--- src/hw/rtl/slor_pkg.sv ---
// ----------------------------------------------------------------------------
// slor_pkg
// Shared types, constants and the arctangent table for the orbit rotator.
// ----------------------------------------------------------------------------
package slor_pkg;

    // target angles in 1/256 degree
    localparam logic signed [15:0] ANGLE_LEFT  = -16'sd11520;
    localparam logic signed [15:0] ANGLE_RIGHT =  16'sd11520;
    localparam logic signed [15:0] ANGLE_BACK  = -16'sd23040;
    localparam logic signed [15:0] ANGLE_ZERO  =  16'sd0;

    // hold while |difference| is at most this many units (1/128 degree)
    localparam logic [16:0] DEADBAND_UNITS = 17'd2;

    // slew speed register
    localparam logic [23:0] SLEW_SPEED_RESET = 24'd23040;
    localparam logic        REG_SLEW_SPEED   = 1'b0;

    // cordic setup
    localparam logic [29:0] GAIN_Q30       = 30'd652032874;
    localparam int          CORDIC_STEPS   = 16;
    localparam int          CORDIC_TAB_LEN = 30;
    localparam int          CORDIC_ITERS   =
        (CORDIC_STEPS > CORDIC_TAB_LEN) ? CORDIC_TAB_LEN : CORDIC_STEPS;
    localparam int          IDX_W          = 5;
    localparam logic [IDX_W-1:0] LAST_IDX  = IDX_W'(CORDIC_ITERS - 1);

    // datapath widths
    localparam int DIFF_W = 33;   // eye minus pivot
    localparam int VEC_W  = 36;   // rotated vector with growth margin
    localparam int ANG_W  = 32;   // residual angle in 2^-22 degree

    // top level sequencer
    typedef enum logic [2:0] {
        ST_IDLE,
        ST_STEP,
        ST_MOVE,
        ST_ROT,
        ST_OUT
    } t_state;

    // cordic sequencer
    typedef enum logic [2:0] {
        COR_IDLE,
        COR_GAINX,
        COR_GAINY,
        COR_ITER,
        COR_DONE
    } t_cor_state;

    // request to the rotation unit
    typedef struct packed {
        logic                     start;
        logic signed [DIFF_W-1:0] dx;
        logic signed [DIFF_W-1:0] dy;
        logic signed [ANG_W-1:0]  z0;
    } t_cordic_req;

    // response from the rotation unit
    typedef struct packed {
        logic                    done;
        logic signed [VEC_W-1:0] x;
        logic signed [VEC_W-1:0] y;
    } t_cordic_rsp;

    // atan(2^-i) in 2^-22 degree, rounded to nearest
    function automatic logic signed [ANG_W-1:0] atan_entry(input logic [IDX_W-1:0] idx);
        logic signed [ANG_W-1:0] v;
        unique case (idx)
            5'd0:    v = 32'sd188743680;
            5'd1:    v = 32'sd111421900;
            5'd2:    v = 32'sd58872272;
            5'd3:    v = 32'sd29884485;
            5'd4:    v = 32'sd15000234;
            5'd5:    v = 32'sd7507429;
            5'd6:    v = 32'sd3754631;
            5'd7:    v = 32'sd1877430;
            5'd8:    v = 32'sd938729;
            5'd9:    v = 32'sd469366;
            5'd10:   v = 32'sd234683;
            5'd11:   v = 32'sd117342;
            5'd12:   v = 32'sd58671;
            5'd13:   v = 32'sd29335;
            5'd14:   v = 32'sd14668;
            5'd15:   v = 32'sd7334;
            5'd16:   v = 32'sd3667;
            5'd17:   v = 32'sd1833;
            5'd18:   v = 32'sd917;
            5'd19:   v = 32'sd458;
            5'd20:   v = 32'sd229;
            5'd21:   v = 32'sd115;
            5'd22:   v = 32'sd57;
            5'd23:   v = 32'sd29;
            5'd24:   v = 32'sd14;
            5'd25:   v = 32'sd7;
            5'd26:   v = 32'sd4;
            5'd27:   v = 32'sd2;
            5'd28:   v = 32'sd1;
            default: v = 32'sd0;
        endcase
        return v;
    endfunction

endpackage

--- src/hw/rtl/slor_cordic.sv ---
// ----------------------------------------------------------------------------
// slor_cordic
// Iterative rotation unit: gain scaling on one multiplier, then one
// shift/add/subtract micro-rotation per cycle.
// ----------------------------------------------------------------------------
module slor_cordic (
    input  logic                 i_clk,
    input  logic                 i_rst_n,
    input  slor_pkg::t_cordic_req i_req,
    output slor_pkg::t_cordic_rsp o_rsp
);
    import slor_pkg::*;

    t_cor_state r_state, n_state;

    logic signed [DIFF_W-1:0] r_dx, r_dy;
    logic signed [VEC_W-1:0]  r_x, n_x;
    logic signed [VEC_W-1:0]  r_y, n_y;
    logic signed [ANG_W-1:0]  r_z, n_z;
    logic [IDX_W-1:0]         r_idx, n_idx;

    // shared gain multiplier
    logic signed [DIFF_W-1:0] g_op;
    logic                     g_neg;
    logic [DIFF_W-1:0]        g_mag;
    logic [62:0]              g_prod;
    logic [62:0]              g_rnd;
    logic [DIFF_W-1:0]        g_res;
    logic signed [VEC_W-1:0]  g_out;

    // micro-rotation unit
    logic signed [VEC_W-1:0]  xs, ys;
    logic signed [ANG_W-1:0]  at;

    // gain scaling, rounded half away from zero
    always_comb begin
        g_op   = (r_state == COR_GAINX) ? r_dx : r_dy;
        g_neg  = g_op[DIFF_W-1];
        g_mag  = g_neg ? DIFF_W'(-g_op) : DIFF_W'(g_op);
        g_prod = 63'(g_mag) * 63'(GAIN_Q30);
        g_rnd  = g_prod + (63'(1) << 29);
        g_res  = g_rnd[62:30];
        g_out  = g_neg ? -$signed({3'b000, g_res}) : $signed({3'b000, g_res});
    end

    // arithmetic shifts and table entry for this step
    always_comb begin
        xs = r_x >>> r_idx;
        ys = r_y >>> r_idx;
        at = atan_entry(r_idx);
    end

    // sequencer state
    always_ff @(posedge i_clk) begin
        if (!i_rst_n) begin
            r_state <= COR_IDLE;
        end else begin
            r_state <= n_state;
        end
    end

    // datapath registers
    always_ff @(posedge i_clk) begin
        r_x   <= n_x;
        r_y   <= n_y;
        r_z   <= n_z;
        r_idx <= n_idx;
        if (r_state == COR_IDLE && i_req.start) begin
            r_dx <= i_req.dx;
            r_dy <= i_req.dy;
        end
    end

    // next state and datapath
    always_comb begin
        n_state = r_state;
        n_x     = r_x;
        n_y     = r_y;
        n_z     = r_z;
        n_idx   = r_idx;
        unique case (r_state)
            COR_IDLE: begin
                if (i_req.start) begin
                    n_z     = i_req.z0;
                    n_idx   = '0;
                    n_state = COR_GAINX;
                end
            end
            COR_GAINX: begin
                n_x     = g_out;
                n_state = COR_GAINY;
            end
            COR_GAINY: begin
                n_y     = g_out;
                n_state = COR_ITER;
            end
            COR_ITER: begin
                if (!r_z[ANG_W-1]) begin
                    n_x = r_x - ys;
                    n_y = r_y + xs;
                    n_z = r_z - at;
                end else begin
                    n_x = r_x + ys;
                    n_y = r_y - xs;
                    n_z = r_z + at;
                end
                n_idx = r_idx + 1'b1;
                if (r_idx == LAST_IDX) begin
                    n_state = COR_DONE;
                end
            end
            COR_DONE: begin
                n_state = COR_IDLE;
            end
            default: begin
                n_state = COR_IDLE;
            end
        endcase
    end

    assign o_rsp.done = (r_state == COR_DONE);
    assign o_rsp.x    = r_x;
    assign o_rsp.y    = r_y;

endmodule

--- src/hw/rtl/slew_limited_orbit_rotator_core.sv ---
// ----------------------------------------------------------------------------
// slew_limited_orbit_rotator_core
// Per-frame camera angle slew toward a button-selected target and rotation
// of the eye point about the pivot by the resulting angle.
// ----------------------------------------------------------------------------
//  channel   direction  protocol  contents
//  s_axis    in         stream    buttons, frame time, eye xyz, pivot xy
//  m_axis    out        stream    rotated eye xyz, current angle
//  apb       in/out     apb       slew_speed at byte address 0
//
//  with a nonzero angle a frame passes through the step multiply, the angle
//  update, two gain multiplies, 16 micro-rotations and a done state on the
//  cordic unit, then the output load; the next frame is accepted once the
//  sequencer is back in idle. a zero angle skips the cordic.
//  s_axis_tready is high only while the sequencer is idle; a result waiting
//  on m_axis does not block acceptance, only the next output load.
//  reset clears the angle, the sequencer and sets slew_speed to 90 deg/s.
// ----------------------------------------------------------------------------
module slew_limited_orbit_rotator_core (
    input  logic         i_clk,
    input  logic         i_rst_n,
    // apb configuration
    input  logic         psel,
    input  logic         penable,
    input  logic         pwrite,
    input  logic [2:0]   paddr,
    input  logic [31:0]  pwdata,
    output logic [31:0]  prdata,
    output logic         pready,
    // input stream
    input  logic         s_axis_tvalid,
    output logic         s_axis_tready,
    // left[0] right[1] back[2] frame_time[18:3] eye_x[50:19] eye_y[82:51]
    // eye_z[114:83] pivot_x[146:115] pivot_y[178:147] zero[183:179]
    input  logic [183:0] s_axis_tdata,
    // output stream
    output logic         m_axis_tvalid,
    input  logic         m_axis_tready,
    // new_eye_x[31:0] new_eye_y[63:32] new_eye_z[95:64] current_angle[111:96]
    output logic [111:0] m_axis_tdata
);
    import slor_pkg::*;

    t_state r_state, n_state;

    logic [23:0]        r_speed;
    logic signed [15:0] r_angle, n_angle;

    // latched frame
    logic signed [15:0] r_target;
    logic [15:0]        r_ft;
    logic signed [31:0] r_ex, r_ey, r_ez, r_px, r_py;

    // slew step
    logic [39:0]        step_prod;
    logic [23:0]        r_step;
    logic signed [16:0] r_diff;
    logic [16:0]        absd;

    // rotation unit
    t_cordic_req        req;
    t_cordic_rsp        rsp;

    // output register
    logic               r_out_valid;
    logic [111:0]       r_out_data;
    logic               out_load;
    logic signed [31:0] res_x, res_y;

    logic               in_accept;
    logic signed [15:0] in_target;

    // saturate a vector component plus pivot to 32 bits
    function automatic logic signed [31:0] sat_add(input logic signed [VEC_W-1:0] v,
                                                   input logic signed [31:0] p);
        logic signed [VEC_W:0] s;
        s = {v[VEC_W-1], v} + (VEC_W+1)'(p);
        if (s > (VEC_W+1)'(32'sh7fffffff)) begin
            return 32'sh7fffffff;
        end else if (s < -(VEC_W+1)'(33'sh080000000)) begin
            return 32'sh80000000;
        end else begin
            return s[31:0];
        end
    endfunction

    // apb register
    assign pready = 1'b1;
    assign prdata = (paddr[2] == REG_SLEW_SPEED) ? {8'h00, r_speed} : 32'h0;

    always_ff @(posedge i_clk) begin
        if (!i_rst_n) begin
            r_speed <= SLEW_SPEED_RESET;
        end else if (psel && penable && pwrite && paddr[2] == REG_SLEW_SPEED) begin
            r_speed <= pwdata[23:0];
        end
    end

    // target select: left over right over back
    always_comb begin
        priority if (s_axis_tdata[0]) begin
            in_target = ANGLE_LEFT;
        end else if (s_axis_tdata[1]) begin
            in_target = ANGLE_RIGHT;
        end else if (s_axis_tdata[2]) begin
            in_target = ANGLE_BACK;
        end else begin
            in_target = ANGLE_ZERO;
        end
    end

    assign s_axis_tready = (r_state == ST_IDLE);
    assign in_accept     = s_axis_tvalid && s_axis_tready;

    // frame capture
    always_ff @(posedge i_clk) begin
        if (in_accept) begin
            r_target <= in_target;
            r_ft     <= s_axis_tdata[18:3];
            r_ex     <= s_axis_tdata[50:19];
            r_ey     <= s_axis_tdata[82:51];
            r_ez     <= s_axis_tdata[114:83];
            r_px     <= s_axis_tdata[146:115];
            r_py     <= s_axis_tdata[178:147];
        end
    end

    // step multiply and difference
    assign step_prod = 40'(r_speed) * 40'(r_ft);

    always_ff @(posedge i_clk) begin
        if (r_state == ST_STEP) begin
            r_step <= step_prod[39:16];
            r_diff <= {r_target[15], r_target} - {r_angle[15], r_angle};
        end
    end

    assign absd = r_diff[16] ? 17'(-r_diff) : 17'(r_diff);

    // angle update: hold in deadband, snap on overshoot, else move by step
    always_comb begin
        n_angle = r_angle;
        if (absd > DEADBAND_UNITS) begin
            if (r_step > 24'(absd)) begin
                n_angle = r_target;
            end else if (!r_diff[16]) begin
                n_angle = r_angle + $signed(r_step[15:0]);
            end else begin
                n_angle = r_angle - $signed(r_step[15:0]);
            end
        end
    end

    // rotation request
    always_comb begin
        req.start = (r_state == ST_MOVE) && (n_angle != 16'sd0);
        req.dx    = {r_ex[31], r_ex} - {r_px[31], r_px};
        req.dy    = {r_ey[31], r_ey} - {r_py[31], r_py};
        req.z0    = {{2{n_angle[15]}}, n_angle, 14'b0};
    end

    slor_cordic u_cordic (
        .i_clk   (i_clk),
        .i_rst_n (i_rst_n),
        .i_req   (req),
        .o_rsp   (rsp)
    );

    // state and angle registers
    always_ff @(posedge i_clk) begin
        if (!i_rst_n) begin
            r_state <= ST_IDLE;
            r_angle <= 16'sd0;
        end else begin
            r_state <= n_state;
            if (r_state == ST_MOVE) begin
                r_angle <= n_angle;
            end
        end
    end

    // sequencer
    always_comb begin
        n_state  = r_state;
        out_load = 1'b0;
        unique case (r_state)
            ST_IDLE: begin
                if (in_accept) begin
                    n_state = ST_STEP;
                end
            end
            ST_STEP: begin
                n_state = ST_MOVE;
            end
            ST_MOVE: begin
                n_state = req.start ? ST_ROT : ST_OUT;
            end
            ST_ROT: begin
                if (rsp.done) begin
                    n_state = ST_OUT;
                end
            end
            ST_OUT: begin
                if (!r_out_valid || m_axis_tready) begin
                    out_load = 1'b1;
                    n_state  = ST_IDLE;
                end
            end
            default: begin
                n_state = ST_IDLE;
            end
        endcase
    end

    // result values: pass-through at zero angle
    always_comb begin
        if (r_angle == 16'sd0) begin
            res_x = r_ex;
            res_y = r_ey;
        end else begin
            res_x = sat_add(rsp.x, r_px);
            res_y = sat_add(rsp.y, r_py);
        end
    end

    // output register
    always_ff @(posedge i_clk) begin
        if (!i_rst_n) begin
            r_out_valid <= 1'b0;
        end else if (out_load) begin
            r_out_valid <= 1'b1;
        end else if (m_axis_tready) begin
            r_out_valid <= 1'b0;
        end
    end

    always_ff @(posedge i_clk) begin
        if (out_load) begin
            r_out_data <= {r_angle, r_ez, res_y, res_x};
        end
    end

    assign m_axis_tvalid = r_out_valid;
    assign m_axis_tdata  = r_out_data;

endmodule

--- config.mk ---
export PLATFORM = sky130hd
export DESIGN_NAME = slew_limited_orbit_rotator_core
export DESIGN_NICKNAME = d
export VERILOG_FILES = /design/src/hw/rtl/slor_pkg.sv /design/src/hw/rtl/slor_cordic.sv /design/src/hw/rtl/slew_limited_orbit_rotator_core.sv
export SDC_FILE = /design/constraint.sdc
export NUM_CORES = 2
export LEC_CHECK = 0
export BUFFER_PORTS_ARGS = -buffer_cell sky130_fd_sc_hd__buf_4
export CAP_MARGIN = 25
export CORE_MARGIN = 4
export CORE_UTILIZATION = 30
export CTS_BUF_LIST = sky130_fd_sc_hd__clkbuf_16
export CTS_CLUSTER_SIZE = 14
export DETAILED_ROUTE_END_ITERATION = 10
export PLACE_DENSITY_LB_ADDON = 0.08
export SKIP_LAST_GASP = 1
export SYNTH_ARGS = -nofsm -noshare
export SYNTH_HDL_FRONTEND = slang
export SYNTH_SLANG_ARGS = --single-unit
--- constraint.sdc ---
create_clock -name i_clk -period 16.7 [get_ports i_clk]
set_input_delay 5.01 -clock i_clk [delete_from_list [all_inputs] [get_ports i_clk]]
set_output_delay 5.01 -clock i_clk [all_outputs]
set_load 0.01 [all_outputs]
==> metrics.cfg <==
[floorplan]
pin_count = 373
rows = 182
core_mm2 = 0.246
die_area_mm2 = 0.255
fp.dieW_um = 505
die_h_um = 505
initial_core_util_pct = 30.1

[worst_setup_path]
cp_max_fo = 16
path_common_cell = fa_1
critPathCaptureType = flip-flop
start_kind = flip-flop
setup.worst_path.class = flip-flop to flip-flop
required_ns = 17.12
cp.arrival_ns = 15.43
critPathMaxStageDelay_ns = 0.86
critical_path.slowest_cell = nor3b_1

[cells_and_area]
n_fill_cell = 25400
finalNonFillerCells = 11400
final_net_count = 9850
area_delta_synth_final_pct = 12.5
fin_area_mm2 = 0.0833
drive_above_1_share_pct = 9.82

[global_route]
grt_pass1_wl_um = 393000
grt_max_degree = 72
gr-total-overflow = 0
antenna_found_initial = 7
grt_util_all_layers_pct = 20.3
first_global_vias = 59500

[yosys]
synthArstFlopShare_pct = 0
syn_avg_cell_area_um2 = 9.49
yosys-top-cells-area = fa_1 21%, edfxtp_1 21%, ha_1 13%
syn-instance-count = 7804
synth_area_mm2 = 0.0740
ys_ff_latch = 584
ys_warn_count = 0
ys.flop_type = edfxtp_1
synth-edff-count = 509
yosysUniqueCellTypes = 116
synth_top_cell_by_area = fa_1
ys_seq_area_share_pct = 22.7
synth_top_area_share_pct = 20.8

[place]
placed_cell_area_mm2 = 0.0806
gp_routability_congestion = 0.905
dp_hpwl_um = 215000
io_buffers = 348
placedCellCount = 11200

[detailed_routing]
drt_iter0_markers = 3645
drc = 0
post_drt_via_cell_ratio = 5.03
ant_nets = 0
vias = 57200
drtPass1Iterations = 5
routedWlPerCell_um = 23.0
wirelength_um = 262000

[timing]
setup_viol = 0
fmax_mhz = 66.6
finClkSkew_ns = 0.0631
finalSetupTns_ns = 0
hold_viol_final = 0
min_period_over_period_pct = 89.9
maxSlewViolCount = 0
worst_slew_pin_slew_ns = 1.09
slew-limit-headroom_pct = 25.4
rsz0062_at_grt = no
period_needed_ns = 15.01

[min_path]
hold_path_class = flip-flop to flip-flop

[clocking]
clock-sinks = 584
cts-buffers-inserted = 81
clk_pin_slew_ns = 0.06
cts_resized = 0
tritoncts = built
clk_latency_ns = 0.75
post_cts_buffers = 0
cts_buffer_depth = 3
htreeDepth = 3
cts-root-buf = clkbuf_16
holdBufCountCts = 0

[run_status]
status = finished clean

[run]
drv_cap = 0

-- critical path, delay by kind of cell (launching register included) --
| kind | cells | cell delay [ns] |
|---|---|---|
| AOI/OAI and AO/OA | 5 | 1.61 |
| xor gates and xnor gates | 1 | 0.60 |
| adders and majority gates | 11 | 5.05 |
| buffers and inverters | 5 | 0.52 |
| DFF | 1 | 0.48 |
| muxes | 1 | 0.34 |
| and+or+nand+nor | 17 | 6.07 |
-- sequential cells by signal (all words and copies together), names as in the netlist, 16 cells and up --
| signal | flops |
|---|---|
| u_cordic.r_x | 36 |
| u_cordic.at | 28 |
| m_axis_tdata | 112 |
| r_angle | 16 |
| r_speed | 24 |
| u_cordic.r_z | 32 |
| r_px | 32 |
| u_cordic.r_dy | 33 |
| r_ez | 32 |
| r_ex | 32 |
| r_diff | 17 |
| r_ft | 16 |
| u_cordic.r_y | 36 |
| r_ey | 32 |
| r_step | 24 |
| r_py | 32 |
| u_cordic.r_dx | 33 |
-- routing by layer --
layer | track usage (%) | wire length [um]
met5 | 0 | 20
met4 | 4.16 | 5160
met3 | 1.89 | 9400
met2 | 34.9 | 126000
met1 | 27.9 | 121000
-- path summary, 6_finish.rpt --
| kind | from | to | slack [ns] | cells after the start |
|---|---|---|---|---|
| setup / recovery | u_cordic.r_state[2]$_SDFFE_PN0P_ | u_cordic.r_x[33]$_DFFE_PP_ | 1.69 | 40 |
| hold / removal | r_ez[9]$_DFFE_PP_ | m_axis_tdata[73]$_DFFE_PP_ | 0.41 | 0 |
| setup reg to reg | u_cordic.r_state[2]$_SDFFE_PN0P_ | u_cordic.r_x[33]$_DFFE_PP_ | 1.69 | 40 |
| hold reg to reg | r_ez[9]$_DFFE_PP_ | m_axis_tdata[73]$_DFFE_PP_ | 0.41 | 0 |
-- cells in the mapped netlist (81+ instances only) --
cell type	n
inv_1	1173
fa_1	771
ha_1	771
nand2_1	762
edfxtp_1	509
nor2_1	424
a21oi_1	381
xnor2_1	310
o21ai_0	297
clkbuf_1	213
xor2_1	181
and2_1	180
nand3_1	168
nor3_1	139
a21o_1	109
nor2b_1	95
mux2i_1	88
and3_1	81
-- cells by family (layout without fill, tap and decap cells) --
family          Yosys count  after routing  synth area share (%)
compound gates         1386           1386                  12.4
xor+xnor                491            491                  5.81
fa+ha+maj              1543           1543                  33.9
buf+inv                1463           1796                  7.54
flops                   584            584                  22.7
mux                     179            179                  3.64
other cells               2             15                0.0101
simple gates           2156           2156                  14.1
-- metrics by stage --
step	setup slack (ns)	hold WS [ns]	util [%]
after CTS	1.40	0.417	33.9
after detailed placement	1.42	0.405	32.8
after global placement	1.61	0.400	32.8
after global routing	0.701	0.424	33.9
final	1.69	0.412	33.9
after floorplan	3.08	0.400	-
-- area by class of cell --
class / instances / area, um^2 / area share, %
antenna: 6 / 15.0 / 0.0180
clock buffer: 82 / 2050 / 2.46
clock inverter: 63 / 579 / 0.695
inverter: 1178 / 4420 / 5.31
multi-input combinational: 5764 / 51800 / 62.2
sequential: 584 / 16800 / 20.1
tap: 3220 / 4030 / 4.84
timing repair buffer: 473 / 3610 / 4.34
-- placed cells by master (no fill, tap or decap), types with 31 or more instances in the layout --
master,instances
inv_1,1191
fa_1,771
ha_1,771
nand2_1,761
edfxtp_1,509
buf_4,465
nor2_1,421
a21oi_1,381
xnor2_1,309
o21ai_0,296
xor2_1,181
and2_1,178
nand3_1,167
nor3_1,138
a21o_1,109
nor2b_1,91
mux2i_1,83
clkbuf_16,82
and3_1,80
o21a_1,75
dfxtp_1,75
mux4_2,70
a31oi_1,61
nand4_1,58
nand2b_1,54
a21boi_0,53
a211oi_1,49
o21bai_1,40
or3_1,36
o31ai_1,35
nor4_1,34
a221o_1,34
o211ai_1,33
or2_2,31
Power is not shown: default switching activity piles up to over one toggle a cycle in this logic, so the estimate is an artifact.
